--- src/sv/pump_tach_stall_monitor_top_macros.svh ---
// assertion macros for the pump tachometer stall monitor
`ifndef PUMP_TACH_STALL_MONITOR_TOP_MACROS_SVH
`define PUMP_TACH_STALL_MONITOR_TOP_MACROS_SVH

`ifndef SYNTHESIS
`define PTSM_ASSERT_SAME(label, ante, cons) \
   label: assert property (@(posedge clock) disable iff (reset) (ante) |-> (cons)) \
      else $error("ptsm same-cycle check failed");
`define PTSM_ASSERT_NEXT(label, ante, cons) \
   label: assert property (@(posedge clock) disable iff (reset) (ante) |=> (cons)) \
      else $error("ptsm next-cycle check failed");
`else
`define PTSM_ASSERT_SAME(label, ante, cons)
`define PTSM_ASSERT_NEXT(label, ante, cons)
`endif

`endif

--- src/sv/ptsm_pkg.sv ---
// package with shared constants for the pump tachometer stall monitor
`timescale 1ns / 1ps
`default_nettype none

package ptsm_pkg;

   localparam int unsigned MIN_EDGES_BITS = 16;
   localparam int unsigned TOTAL_BITS = 16;
   localparam logic [MIN_EDGES_BITS-1:0] MIN_EDGES_RESET = 16'd10;
   localparam logic [TOTAL_BITS-1:0] TOTAL_MAX = 16'hffff;

endpackage

`default_nettype wire

--- src/sv/ptsm_if.sv ---
// request and response channel interfaces for the pump tachometer stall monitor
`timescale 1ns / 1ps
`default_nettype none

interface ptsm_req_if;
   logic valid;
   logic ready;
   logic pump_on;
   logic feedback_level;
   logic window_end;
   logic acknowledge;

   modport source (output valid, pump_on, feedback_level, window_end, acknowledge,
                   input ready);
   modport sink (input valid, pump_on, feedback_level, window_end, acknowledge,
                 output ready);
endinterface

interface ptsm_rsp_if;
   import ptsm_pkg::*;
   logic                  valid;
   logic                  ready;
   logic                  running;
   logic                  fault;
   logic                  blanking;
   logic [TOTAL_BITS-1:0] error_total;
   logic                  change_reported;
   logic                  change_pending;

   modport source (output valid, running, fault, blanking, error_total, change_reported,
                   change_pending, input ready);
   modport sink (input valid, running, fault, blanking, error_total, change_reported,
                 change_pending, output ready);
endinterface

`default_nettype wire

--- src/sv/pump_tach_stall_monitor_top.sv ---
// top level of the pump tachometer stall monitor
// usage:
//   req_ch carries one word per sample: commanded pump state, feedback level,
//   window-end flag and acknowledge flag; rsp_ch returns one status word per
//   request word (running, fault, blanking, error total, change flags)
//   csr_wr_en / csr_wr_data write min_edges, the fewest feedback toggles per
//   window that count as running; write it only while the block is idle
//   latency: the status word appears one cycle after the request word is taken
//   throughput: one word per cycle; the whole update is one pass of logic
//   from the state registers into the status register
//   a stalled rsp_ch keeps its word; req_ch stays ready while the status
//   register is empty or being drained in the same cycle
//   reset (synchronous, active high) clears all monitor state, sets min_edges
//   to 10 and empties the status register
`timescale 1ns / 1ps
`default_nettype none
`include "pump_tach_stall_monitor_top_macros.svh"

module pump_tach_stall_monitor_top #(
   parameter int unsigned WINDOWS    = 4,
   parameter int unsigned COUNT_BITS = 16
) (
   input  wire logic                                 clock,
   input  wire logic                                 reset,
   ptsm_req_if.sink                                  req_ch,
   ptsm_rsp_if.source                                rsp_ch,
   input  wire logic                                 csr_wr_en,
   input  wire logic [ptsm_pkg::MIN_EDGES_BITS-1:0] csr_wr_data
);
   import ptsm_pkg::*;

   localparam int unsigned RING_BITS  = (WINDOWS > 1) ? $clog2(WINDOWS) : 1;
   localparam int unsigned BLANK_BITS = $clog2(WINDOWS + 1);
   localparam int unsigned CMP_BITS   =
      (COUNT_BITS > MIN_EDGES_BITS) ? COUNT_BITS : MIN_EDGES_BITS;
   localparam logic [RING_BITS-1:0]  RING_LAST = RING_BITS'(WINDOWS - 1);
   localparam logic [BLANK_BITS-1:0] BLANK_MAX = BLANK_BITS'(WINDOWS);

   // configuration
   logic [MIN_EDGES_BITS-1:0] min_edges_ff;

   // monitor state
   logic                  on_ff, on_in;
   logic                  rep_on_ff, rep_on_in;
   logic                  prev_fb_ff, prev_fb_in;
   logic [COUNT_BITS-1:0] edge_cnt_ff, edge_cnt_in;
   logic [COUNT_BITS-1:0] win_cnt_ff [WINDOWS];
   logic [RING_BITS-1:0]  ring_pos_ff, ring_pos_in;
   logic [BLANK_BITS-1:0] blank_cnt_ff, blank_cnt_in;
   logic                  blank_ff, blank_in;
   logic                  fault_ff, fault_in;
   logic                  pend_ff, pend_in;
   logic [TOTAL_BITS-1:0] total_ff, total_in;

   // response register
   logic rsp_valid_ff, rsp_valid_in;
   logic rsp_running_ff, rsp_fault_ff, rsp_blanking_ff;
   logic rsp_reported_ff, rsp_pending_ff;
   logic [TOTAL_BITS-1:0] rsp_total_ff;

   // intermediate values
   logic                  accept;
   logic [BLANK_BITS-1:0] blank_a;
   logic                  fault_a;
   logic [COUNT_BITS-1:0] edge_a;
   logic                  all_below;
   logic                  faulty;
   logic                  changed;
   logic                  reported;
   logic [COUNT_BITS-1:0] cnt_k;

   assign req_ch.ready = !rsp_valid_ff || rsp_ch.ready;
   assign accept       = req_ch.valid && req_ch.ready;

   // window compare over the ring with the closing count in place
   always_comb begin
      all_below = 1'b1;
      cnt_k     = '0;
      for (int k = 0; k < WINDOWS; k++) begin
         cnt_k = (req_ch.window_end && ring_pos_ff == RING_BITS'(k)) ? edge_a : win_cnt_ff[k];
         if (CMP_BITS'(cnt_k) >= CMP_BITS'(min_edges_ff)) begin
            all_below = 1'b0;
         end
      end
   end

   always_comb begin
      on_in   = req_ch.pump_on;
      blank_a = (req_ch.pump_on && !on_ff) ? '0 : blank_cnt_ff;
      fault_a = req_ch.pump_on ? fault_ff : 1'b0;

      prev_fb_in = req_ch.feedback_level;
      edge_a     = edge_cnt_ff;
      if (req_ch.feedback_level != prev_fb_ff && edge_cnt_ff != '1) begin
         edge_a = edge_cnt_ff + 1'b1;
      end

      edge_cnt_in  = edge_a;
      ring_pos_in  = ring_pos_ff;
      blank_cnt_in = blank_a;
      blank_in     = blank_ff;
      fault_in     = fault_a;
      pend_in      = pend_ff;
      total_in     = total_ff;
      faulty       = 1'b0;
      changed      = 1'b0;

      if (req_ch.window_end) begin
         edge_cnt_in = '0;
         ring_pos_in = (ring_pos_ff == RING_LAST) ? '0 : ring_pos_ff + 1'b1;
         if (req_ch.pump_on && blank_a < BLANK_MAX) begin
            blank_cnt_in = blank_a + 1'b1;
            blank_in     = 1'b1;
         end else begin
            if (req_ch.pump_on) begin
               faulty = all_below;
            end else begin
               blank_cnt_in = '0;
            end
            blank_in = 1'b0;
            changed  = (rep_on_ff != req_ch.pump_on) || (faulty != fault_a);
            if (faulty && !fault_a && total_ff != TOTAL_MAX) begin
               total_in = total_ff + 1'b1;
            end
            fault_in = faulty;
            pend_in  = pend_ff || changed;
         end
      end

      reported  = 1'b0;
      rep_on_in = rep_on_ff;
      if (req_ch.acknowledge && pend_in && !(req_ch.pump_on && blank_in)) begin
         reported  = 1'b1;
         pend_in   = 1'b0;
         rep_on_in = req_ch.pump_on;
      end
   end

   always_comb begin
      rsp_valid_in = rsp_valid_ff;
      if (accept) begin
         rsp_valid_in = 1'b1;
      end else if (rsp_ch.ready) begin
         rsp_valid_in = 1'b0;
      end
   end

   always_ff @(posedge clock) begin
      if (reset) begin
         min_edges_ff <= MIN_EDGES_RESET;
      end else if (csr_wr_en) begin
         min_edges_ff <= csr_wr_data;
      end
   end

   always_ff @(posedge clock) begin
      if (reset) begin
         on_ff        <= 1'b0;
         rep_on_ff    <= 1'b0;
         prev_fb_ff   <= 1'b0;
         edge_cnt_ff  <= '0;
         ring_pos_ff  <= '0;
         blank_cnt_ff <= '0;
         blank_ff     <= 1'b0;
         fault_ff     <= 1'b0;
         pend_ff      <= 1'b0;
         total_ff     <= '0;
         rsp_valid_ff <= 1'b0;
         for (int k = 0; k < WINDOWS; k++) begin
            win_cnt_ff[k] <= '0;
         end
      end else begin
         rsp_valid_ff <= rsp_valid_in;
         if (accept) begin
            on_ff        <= on_in;
            rep_on_ff    <= rep_on_in;
            prev_fb_ff   <= prev_fb_in;
            edge_cnt_ff  <= edge_cnt_in;
            ring_pos_ff  <= ring_pos_in;
            blank_cnt_ff <= blank_cnt_in;
            blank_ff     <= blank_in;
            fault_ff     <= fault_in;
            pend_ff      <= pend_in;
            total_ff     <= total_in;
            if (req_ch.window_end) begin
               win_cnt_ff[ring_pos_ff] <= edge_a;
            end
         end
      end
   end

   // status word
   always_ff @(posedge clock) begin
      if (accept) begin
         rsp_running_ff  <= on_in;
         rsp_fault_ff    <= fault_in;
         rsp_blanking_ff <= blank_in && on_in;
         rsp_total_ff    <= total_in;
         rsp_reported_ff <= reported;
         rsp_pending_ff  <= pend_in;
      end
   end

   assign rsp_ch.valid           = rsp_valid_ff;
   assign rsp_ch.running         = rsp_running_ff;
   assign rsp_ch.fault           = rsp_fault_ff;
   assign rsp_ch.blanking        = rsp_blanking_ff;
   assign rsp_ch.error_total     = rsp_total_ff;
   assign rsp_ch.change_reported = rsp_reported_ff;
   assign rsp_ch.change_pending  = rsp_pending_ff;

   `PTSM_ASSERT_SAME(a_fault_needs_on, fault_ff, on_ff)
   `PTSM_ASSERT_SAME(a_blank_cnt_range, 1'b1, blank_cnt_ff <= BLANK_MAX)
   `PTSM_ASSERT_SAME(a_stall_only_when_full, !req_ch.ready, rsp_valid_ff)
   `PTSM_ASSERT_NEXT(a_total_monotonic, accept, total_ff >= $past(total_ff))

endmodule

`default_nettype wire

--- src/flat_wrapper.sv ---
// flat-port wrapper written by rule: the top's interface ports become plain ports
module pump_tach_stall_monitor_top_flat import ptsm_pkg::*;
#(
   parameter int unsigned WINDOWS    = 4,
   parameter int unsigned COUNT_BITS = 16
)
  (clock, reset, csr_wr_en, csr_wr_data, req_ch_valid, req_ch_pump_on, req_ch_feedback_level, req_ch_window_end, req_ch_acknowledge, req_ch_ready, rsp_ch_valid, rsp_ch_running, rsp_ch_fault, rsp_ch_blanking, rsp_ch_error_total, rsp_ch_change_reported, rsp_ch_change_pending, rsp_ch_ready);
  ptsm_req_if req_ch_i ();
  ptsm_rsp_if rsp_ch_i ();
  input  wire logic clock;
  input  wire logic reset;
  input  wire logic csr_wr_en;
  input  wire logic [ptsm_pkg::MIN_EDGES_BITS-1:0] csr_wr_data;
  input wire logic [$bits(req_ch_i.valid)-1:0] req_ch_valid;
  input wire logic [$bits(req_ch_i.pump_on)-1:0] req_ch_pump_on;
  input wire logic [$bits(req_ch_i.feedback_level)-1:0] req_ch_feedback_level;
  input wire logic [$bits(req_ch_i.window_end)-1:0] req_ch_window_end;
  input wire logic [$bits(req_ch_i.acknowledge)-1:0] req_ch_acknowledge;
  output wire logic [$bits(req_ch_i.ready)-1:0] req_ch_ready;
  output wire logic [$bits(rsp_ch_i.valid)-1:0] rsp_ch_valid;
  output wire logic [$bits(rsp_ch_i.running)-1:0] rsp_ch_running;
  output wire logic [$bits(rsp_ch_i.fault)-1:0] rsp_ch_fault;
  output wire logic [$bits(rsp_ch_i.blanking)-1:0] rsp_ch_blanking;
  output wire logic [$bits(rsp_ch_i.error_total)-1:0] rsp_ch_error_total;
  output wire logic [$bits(rsp_ch_i.change_reported)-1:0] rsp_ch_change_reported;
  output wire logic [$bits(rsp_ch_i.change_pending)-1:0] rsp_ch_change_pending;
  input wire logic [$bits(rsp_ch_i.ready)-1:0] rsp_ch_ready;
  assign req_ch_i.valid = req_ch_valid;
  assign req_ch_i.pump_on = req_ch_pump_on;
  assign req_ch_i.feedback_level = req_ch_feedback_level;
  assign req_ch_i.window_end = req_ch_window_end;
  assign req_ch_i.acknowledge = req_ch_acknowledge;
  assign req_ch_ready = req_ch_i.ready;
  assign rsp_ch_valid = rsp_ch_i.valid;
  assign rsp_ch_running = rsp_ch_i.running;
  assign rsp_ch_fault = rsp_ch_i.fault;
  assign rsp_ch_blanking = rsp_ch_i.blanking;
  assign rsp_ch_error_total = rsp_ch_i.error_total;
  assign rsp_ch_change_reported = rsp_ch_i.change_reported;
  assign rsp_ch_change_pending = rsp_ch_i.change_pending;
  assign rsp_ch_i.ready = rsp_ch_ready;
  pump_tach_stall_monitor_top #(.WINDOWS(WINDOWS), .COUNT_BITS(COUNT_BITS)) u_core (.clock(clock), .reset(reset), .req_ch(req_ch_i), .rsp_ch(rsp_ch_i), .csr_wr_en(csr_wr_en), .csr_wr_data(csr_wr_data));
endmodule
--- config.mk ---
export PLATFORM = sky130hd
export DESIGN_NAME = pump_tach_stall_monitor_top_flat
export DESIGN_NICKNAME = d
export VERILOG_FILES = /design/src/sv/ptsm_pkg.sv /design/src/sv/ptsm_if.sv /design/src/sv/pump_tach_stall_monitor_top.sv /design/src/flat_wrapper.sv
export VERILOG_INCLUDE_DIRS = /design/src /design/src/sv
export SDC_FILE = /design/constraint.sdc
export NUM_CORES = 1
export LEC_CHECK = 0
export BUFFER_PORTS_ARGS = -buffer_cell sky130_fd_sc_hd__buf_2
export CORE_MARGIN = 2
export CORE_UTILIZATION = 54
export CTS_CLUSTER_SIZE = 10
export DETAILED_ROUTE_END_ITERATION = 16
export MAX_ROUTING_LAYER = met4
export PLACE_DENSITY_LB_ADDON = 0.25
export SETUP_SLACK_MARGIN = 0.02
export SLEW_MARGIN = 20
export SYNTH_ARGS = -nofsm -noshare
export SYNTH_HDL_FRONTEND = slang
export SYNTH_SLANG_ARGS = --single-unit
--- constraint.sdc ---
create_clock -name clock -period 6.8 [get_ports clock]
set_input_delay 1.02 -clock clock [delete_from_list [all_inputs] [get_ports clock]]
set_output_delay 1.02 -clock clock [all_outputs]
set_load 0.1 [all_outputs]
# Word level (Yosys, flattened, before mapping)
# Memories as Yosys holds them, arrays and structs flattened.
# Index checks and enable logic that the tools add are counted.
# word_totals
reg_bits	81
ram_bits	64
output_inout_bits	23
wordCells	102
n_memories	1
# classes
n_addsub	4
n_lt_le_gt_ge	5
eq_ne	8
muxes	41
n_reduce_logical	25
# memory_table
name	words	width	read_ports	rd_ports_with_merged_regs	wr	line	rtl
u_core.win_cnt_ff	4	16	4	0	4	pump_tach_stall_monitor_top.sv:47	logic [COUNT_BITS-1:0] win_cnt_ff [WINDOWS];
# ops
op	n
16-bit two-way mux	10
16-bit greater-or-equal comparator	4
16-bit by 1-bit adder with 16-bit output (second input constant)	2
16-bit != test (second input constant)	2
1-bit two-way mux	25
16-bit OR reduction	1
1-bit logical AND	13
3-bit two-way mux	4
2-bit equality test (second input constant)	2
1-bit logical NOT	4
2-bit two-way mux	2
2-bit AND reduction	2
3-bit by 1-bit adder with 3-bit output (second input constant)	1
1-bit logical OR	3
3-bit < comparator (second input constant)	1
1-bit != test	3
2-bit by 1-bit adder with 2-bit output (second input constant)	1
2-bit by 1-bit equality test with 1-bit output (second input constant)	1
2-bit logical NOT	1
2-bit nonzero test	1

# Depth between registers and ports, before layout
# Gate-level depths: netlist (run 1).
# depth
depth_word	20
ltp_mapped	21
ltp_nobuf	20

# Least setup slack after synthesis (run 1)
# Ideal clock, no wire load.
# synth_timing
kind	in2reg
from	input port req_ch_feedback_level
to	register u_core.rsp_total_ff[14], in the netlist u_core.rsp_ch.error_total[14] (data pin)
setup_ns	0.266
arrival_time_ns	4.820
required_ns	6.534
setup_slack_ns	1.714
stages	18
n_path_buf	1
path_cell_list	xor2_1 -> nand2_1 -> nor3_4 -> nand3_1 -> xor2_1 -> o21ai_0 -> ha_1 -> a21o_1 -> a21oi_1 -> a2bb2oi_1 -> nand4_1 -> nor4_1 -> ha_1 -> nand3_2 -> or4b_1 -> buf_6 -> nor3_1 -> xor2_1
# synth_between
elab_chain_len	17
# synth_rtl
item	line	rtl
start: declaration	flat_wrapper.sv:16	input wire logic [$bits(req_ch_i.feedback_level)-1:0] req_ch_feedback_level;
1-bit != test *	pump_tach_stall_monitor_top.sv:94	if (req_ch.feedback_level != prev_fb_ff && edge_cnt_ff != '1) begin
1-bit logical AND *	pump_tach_stall_monitor_top.sv:94	
16-bit two-way mux *	pump_tach_stall_monitor_top.sv:94	
16-bit two-way mux	pump_tach_stall_monitor_top.sv:80	cnt_k = (req_ch.window_end && ring_pos_ff == RING_BITS'(k)) ? edge_a : win_cnt_ff[k];
16-bit greater-or-equal comparator	pump_tach_stall_monitor_top.sv:81	if (CMP_BITS'(cnt_k) >= CMP_BITS'(min_edges_ff)) begin
1-bit two-way mux (3 in series)	pump_tach_stall_monitor_top.sv:81	
1-bit two-way mux *	pump_tach_stall_monitor_top.sv:81	
1-bit two-way mux *	pump_tach_stall_monitor_top.sv:115	if (req_ch.pump_on) begin
1-bit two-way mux *	pump_tach_stall_monitor_top.sv:111	if (req_ch.pump_on && blank_a < BLANK_MAX) begin
1-bit two-way mux *	pump_tach_stall_monitor_top.sv:108	if (req_ch.window_end) begin
1-bit logical AND * (2 in series)	pump_tach_stall_monitor_top.sv:122	if (faulty && !fault_a && total_ff != TOTAL_MAX) begin
16-bit two-way mux *	pump_tach_stall_monitor_top.sv:122	
16-bit two-way mux *	pump_tach_stall_monitor_top.sv:111	
16-bit two-way mux *	pump_tach_stall_monitor_top.sv:108	
named net u_core.total_in[14]	pump_tach_stall_monitor_top.sv:53	logic [TOTAL_BITS-1:0] total_ff, total_in;
end signal: assignment	pump_tach_stall_monitor_top.sv:198	rsp_total_ff <= total_in;
end: declaration	pump_tach_stall_monitor_top.sv:59	logic [TOTAL_BITS-1:0] rsp_total_ff;
# Mark *: on every way through the listed nets, which the timed path passes. The rest lies on a longest branch. The select of a mux whose other input is x is not followed.
# A chain may end at the register's enable or synchronous reset.

# Worst setup path in the final report (run 1)
# Same ends and word-level chain as after synthesis.

==> summary.txt, run 1 <==
Placed design
  • GP Congestion: 0.937
  • DP Area: 8670 µm²
  • IO Port Bufs: 47
  • HPWL Detailed: 13600 µm

Detailed routing
  • Total number of vias: 6552
  • DR iter-0 viols: 510
  • Drt wl/cell: 17.6 µm
  • TritonRoute pass-1 iters: 6
  • Vias per cell: 5.80
  • # DRC: 0
  • DRT antenna net count: 0
  • DRT Wirelength: 19900 µm

Setup path
  • Crit path max fanout: 8
  • WP data arrival: 5.87 ns
  • R2R Path Start: u_core.edge_cnt_ff[2]
  • CP Launch Point: req_ch_feedback_level
  • Crit path kind: primary input to register
  • R2R depth: 17
  • Setup crit end: u_core.rsp_ch.error_total[14]
  • CP endpoint kind: register
  • Reg2Reg Setup Slack: 1.31 ns
  • Startpoint types: primary input
  • R2R Path End: u_core.rsp_ch.error_total[14]
  • Worst endpoint required time: 6.97 ns

Clocking
  • Clock Tree Buf Depth: 2
  • Skew-Pair Late Insertion Delay: 0.43 ns
  • Clk root buf: clkbuf_16
  • # hold bufs at CTS: 0
  • Worst-path clk slew: 0.06 ns
  • H-tree levels: 4
  • CTS tree: yes
  • Post-CTS setup buffers: 0
  • TritonCTS Buffers: 17
  • Post-cts resize count: 0
  • Count of clock tree sinks: 145

Power and ir drop
  • LEAKAGE: 3.69 nW
  • Cell Int Power: 1.64 mW
  • Clock power frac: 44.2%
  • Sw Ratio: 26.0%
  • Sw power: 576 µW
  • Pwr/cell area: 238 nW/µm²
  • Flop pwr share: 43.9%
  • Logic gate share of total power: 11.9%
  • Peak supply drop: 0.180 mV

GRT
  • Initial antenna violation count: 0
  • Largest net degree at the start of global routing: 59
  • Vias in the first global route: 6235
  • GRT Residual Overflow: 0
  • Global-route wire length before repair: 31900 µm
  • Gr usage total: 26.2%

Floorplanning
  • Num ports: 48
  • Core area: 15100 µm²
  • DIE WIDTH: 128 µm
  • Die Y: 128 µm
  • # rows: 45
  • Initial core utilization: 54.7%
  • Full die area: 16300 µm²

Timing
  • Relative slew slack: 39.7%
  • Setup-failing EPs final: 0
  • Fin crit period: 5.70 ns
  • Slew Viols, Final: 0
  • F_max: 176 MHz
  • Hold Violations, Final: 0
  • Slew @ Worst Pin: 0.902 ns
  • Final Cycle Share: 83.8%
  • Fin Setup TNS: 0 ns
  • RSZ-0062 raised after global routing: false
  • Worst Skew: 0.00777 ns

Synthesis
  • Synth area leaders: edfxtp_1 (31%), dfxtp_1 (15%), ha_1 (11%)
  • XOR/XNOR Fraction of Synth Area: 4.97%
  • Top-area cell type share of the netlist area: 30.9%
  • Synth Area in Compound Gates: 12.4%
  • Synth area leader: edfxtp_1
  • Post-synth EDFFs: 85
  • Async SR Flop Fraction: 0%
  • Syn Nets: 986
  • Most frequent cell after synthesis: nor2_1
  • Post-synth top cells: nor2_1 (133), nand2_1 (114), edfxtp_1 (85), o21ai_0 (83), ha_1 (72)
  • Area share of fa/ha/maj cells after synthesis: 10.9%
  • Mean Syn Cell Area: 9.28 µm²
  • Unique masters post-synth: 63
  • Main synth FF type: edfxtp_1
  • Largest family of logic cells by synthesized area: simple AND/OR/NAND/NOR gates
  • Mux share of post-synthesis cell area: 2.08%
  • Sequential area share after synthesis: 45.5%
  • #FFs+latches synth: 145
  • Simple-Gate Fraction of Synth Area: 20.9%
  • Syn Inst Count: 889
  • Synth warnings: 0
  • Mapped Area: 8250 µm²

Finish
  • Layout fillers: 1270
  • Nets: 1025
  • Antenna diodes: 0
  • Layout area overhead: 12.8%
  • Final design area excluding fillers: 9300 µm²
  • Layout cells sized above 1: 12.2%

Job
  • Max Cap Viol: 0

Hold path
  • Worst min path class: register to register

Status
  • Status: complete, no violations
-- area by class of cell --
cell class              count  area (µm²)  area share (%)
clock inverters             8        82.6           0.888
well taps                 188         235            2.53
multi-input cells         677        4230            45.5
flip-flops and latches    145        3750            40.3
clock buffers              24         547            5.88
inverters                  22        82.6           0.888
repair buffers             65         370            3.98
-- worst min-delay path by stage --
stage | from | endpoint | slack, ns | depth (start not counted)
after global placement | u_core.pend_ff | u_core.pend_ff | 0.45 | 2
after global routing | u_core.prev_fb_ff | u_core.prev_fb_ff | 0.50 | 2
after floorplan | u_core.pend_ff | u_core.pend_ff | 0.44 | 2
after CTS | u_core.prev_fb_ff | u_core.prev_fb_ff | 0.47 | 2
after detailed placement | u_core.prev_fb_ff | u_core.prev_fb_ff | 0.46 | 2
final | u_core.prev_fb_ff | u_core.prev_fb_ff | 0.47 | 2
-- kinds of logic (layout without fill, tap and decap cells) --
kind of cell | count (synthesis) | in the layout
xor+xnor | 46 | 46
flops | 145 | 145
compound gates | 177 | 177
mux | 17 | 17
simple gates | 365 | 365
buf+inv | 67 | 119
fa+ha+maj | 72 | 72
-- power groups by stage --
stage               logic (mW)  clock network (mW)  registers, mW
detailed placement       0.262                   0          0.991
global placement         0.259                   0          0.990
global route             0.291                1.03          0.975
CTS                      0.263               0.991          0.973
finish                   0.263               0.980          0.972
floorplan                0.143                   0           1.04
-- worst max-delay path, cell delays in order --
cell and delay (ns):
buf_2 0.11, xor2_1 0.27, nand2_1 0.20, nor3_4 0.34, nand3_1 0.15, xor2_1 0.45, o21ai_0 0.20, ha_1 0.32
a21o_1 0.18, a21oi_1 0.16, a2bb2oi_1 0.18, nand4_1 0.11, nor4_1 0.66, ha_1 0.31, nand3_2 0.11, or4b_1 0.74
nor3_1 0.26, xor2_1 0.09
-- metrics by stage --
step | setup WS (ns) | hold WS [ns] | cells | total power [mW] | utilization [%]
global placement | 0.749 | 0.452 | 1097 | 1.25 | 57.5
floorplan | 1.71 | 0.436 | 889 | 1.18 | -
detailed placement | 0.657 | 0.464 | 1097 | 1.25 | 57.5
CTS | 1.11 | 0.473 | 1129 | 2.23 | 61.7
finish | 1.10 | 0.471 | 1129 | 2.22 | 61.7
global route | 0.595 | 0.497 | 1129 | 2.29 | 61.7
-- cell usage in the layout, fill, tap and decap left out, drive strengths merged, types with 5 or more instances in the layout --
cell    count
a21o        6
a21oi      46
a31oi       9
and3        6
buf        65
clkbuf     24
dfxtp      60
edfxtp     85
ha         72
inv        25
mux2i      16
nand2     114
nand2b      6
nand3      33
nand4      20
nor2      133
nor2b       5
nor3       20
o211ai      6
o21ai      84
or3        11
xnor2      18
xor2       28
-- metal layers --
metal	up-vias	track usage (%)	wire length [µm]
met5	-	-	0
met4	0	8.02	381
met3	28	5.90	1190
met2	178	41.9	9460
met1	3101	33.4	8880
li1	3245	-	-
-- flip-flops by register name, indices dropped and copies added (netlist names), 2 cells and up --
signal and flops:
u_core.ring_pos_ff 2, u_core.win_cnt_ff 64, u_core.edge_cnt_ff 16, u_core.min_edges_ff 16, u_core.total_ff 16, u_core.blank_cnt_ff 3, u_core.rsp_ch.error_total 16
(Power assumes the default switching activity.)
==> run 2, diff against run 1 <==
clock period = 5.8 ns   (was 6.8 ns; I/O delays follow)
==> run 2 against run 1 <==
Compared with the run above:
- count of clock-buffer cells in the layout decreased by 5
- final cell count increased by 0.71%
- global-route usage increased by 0.13 points
- setup slack got worse by 0.59 ns
- largest cell class unchanged
- via count about the same
- wire length decreased by 0.20%
- worst hold slack got worse by 0.0065 ns
- clock power increased by 17%
- highest routed layer unchanged
==> summary.txt, run 2 (synthesis results as in run 1) <==
Status
  • Status: complete, no violations

Power and ir drop
  • Sw power: 706 µW
  • Pwr/cell area: 278 nW/µm²
  • Cell Int Power: 1.89 mW
  • Sw Ratio: 27.2%
  • Clock power frac: 44.2%
  • Flop pwr share: 43.9%
  • LEAKAGE: 3.71 nW
  • Logic gate share of total power: 11.9%
  • Peak supply drop: 0.191 mV
  • Tot Pwr: 2.60 mW

Clocking
  • Post-cts resize count: 0
  • H-tree levels: 4
  • CTS tree: yes
  • Post-CTS setup buffers: 0
  • TritonCTS Buffers: 17
  • Worst-path clk slew: 0.06 ns
  • Skew-Pair Late Insertion Delay: 0.43 ns
  • Count of clock tree sinks: 145
  • Clk root buf: clkbuf_16
  • # hold bufs at CTS: 0
  • Clock Tree Buf Depth: 2

Setup path
  • WP data arrival: 5.46 ns
  • Worst endpoint required time: 5.97 ns
  • CP Launch Point: u_core.edge_cnt_ff[2]
  • Startpoint types: register
  • Crit path kind: register to register
  • CP endpoint kind: register
  • Crit path max fanout: 9
  • R2R Path Start: u_core.edge_cnt_ff[2]

GRT
  • GRT Residual Overflow: 0
  • Largest net degree at the start of global routing: 58
  • Global-route wire length before repair: 32300 µm
  • Vias in the first global route: 6250
  • Gr usage total: 26.3%
  • Initial antenna violation count: 0

Detailed routing
  • DRT Wirelength: 19900 µm
  • DRT antenna net count: 0
  • TritonRoute pass-1 iters: 5
  • DR iter-0 viols: 469
  • Vias per cell: 5.77
  • # DRC: 0
  • Total number of vias: 6556
  • Drt wl/cell: 17.5 µm

Finish
  • Layout area overhead: 13.3%
  • Layout cells sized above 1: 13.1%
  • Final core utilization: 62.0%
  • Nets: 1033
  • Max reg flops: 64
  • Antenna diodes: 0
  • Largest Register: u_core.win_cnt_ff
  • Most frequent cells in the layout: nor2_1 (133), nand2_1 (114), edfxtp_1 (85)
  • Most common cell after layout, fill and taps aside: nor2_1

Floorplanning
  • Die Y: 128 µm
  • Num ports: 48
  • # rows: 45
  • Full die area: 16300 µm²
  • Core area: 15100 µm²
  • DIE WIDTH: 128 µm
  • Initial core utilization: 54.7%

Timing
  • Slew Viols, Final: 0
  • Fin crit period: 5.28 ns
  • Final Cycle Share: 91.1%
  • RSZ-0062 raised after global routing: false
  • Hold Violations, Final: 0
  • Worst hold slack: 0.464 ns
  • F_max: 189 MHz
  • Relative slew slack: 38.0%
  • Final setup margin: 0.516 ns
  • Slew @ Worst Pin: 0.928 ns
  • Worst Skew: 0.00904 ns
  • Setup-failing EPs final: 0
  • Fin Setup TNS: 0 ns

Placed design
  • IO Port Bufs: 47
  • GP Congestion: 0.974
  • Setup slack at placement: 0.141 ns
  • HPWL Detailed: 13700 µm

Hold path
  • Worst min path class: register to register
  • Min-delay src: u_core.pend_ff

Job
  • Max Cap Viol: 0
## run 2: changes by cell type in the layout (fill, tap and decap cells not counted), moves of 2 or more
cell and delta:
inv_4 -2, buf_4 +8, inv_6 +4, inv_8 +2, clkbuf_16 -3
## run 2: final cells by class
cell class              instances  area, µm²
clock inverters                13        161
clock buffers                  19        454
inverters                      22       82.6
flip-flops and latches        145       3750
repair buffers                 73        430
well taps                     188        235
fillers                      1286       5740
multi-input cells             677       4230
## run 2: worst paths after layout
kind / to / slack [ns] / cells past startpoint
hold / removal: u_core.pend_ff / 0.46 / 2
setup / recovery: u_core.rsp_ch.error_total[14] / 0.52 / 17
setup reg to reg: u_core.rsp_ch.error_total[14] / 0.52 / 17
hold reg to reg: u_core.pend_ff / 0.46 / 2
## run 2: critical path: stages, from the launching register on
cell and delay (ns):
dfxtp_1 0.50, and4_4 0.32, and3_2 0.27, a21oi_1 0.13, xnor2_1 0.71, o21ai_0 0.21, ha_1 0.33, a21oi_1 0.15
nor2b_1 0.08, o41ai_1 0.25, a21oi_1 0.11, nor4_1 0.38, buf_4 0.21, ha_1 0.18, nand3_2 0.10, or4b_1 0.74
nor3_1 0.25, xor2_1 0.10
## run 2: stage by stage
stage	area (µm²)	cells
final	9350	1137
after global routing	9350	1137
after CTS	9350	1137
after detailed placement	8730	1105
after global placement	8730	1105
after floorplan	8250	889
## run 2: routing by layer
layer	track usage, %	up-vias	share of wire, %
li1	-	3261	-
met1	33.6	3095	45
met2	42.4	168	48
met3	5.86	32	5.0
met4	7.63	0	1.8
met5	-	-	0
## run 2: power by group through the flow
| stage | logic [mW] | registers [mW] | clock network (mW) |
|---|---|---|---|
| floorplan | 0.167 | 1.22 | 0 |
| global placement | 0.303 | 1.16 | 0 |
| detailed placement | 0.307 | 1.16 | 0 |
| CTS | 0.309 | 1.14 | 1.16 |
| global route | 0.341 | 1.14 | 1.20 |
| finish | 0.309 | 1.14 | 1.15 |
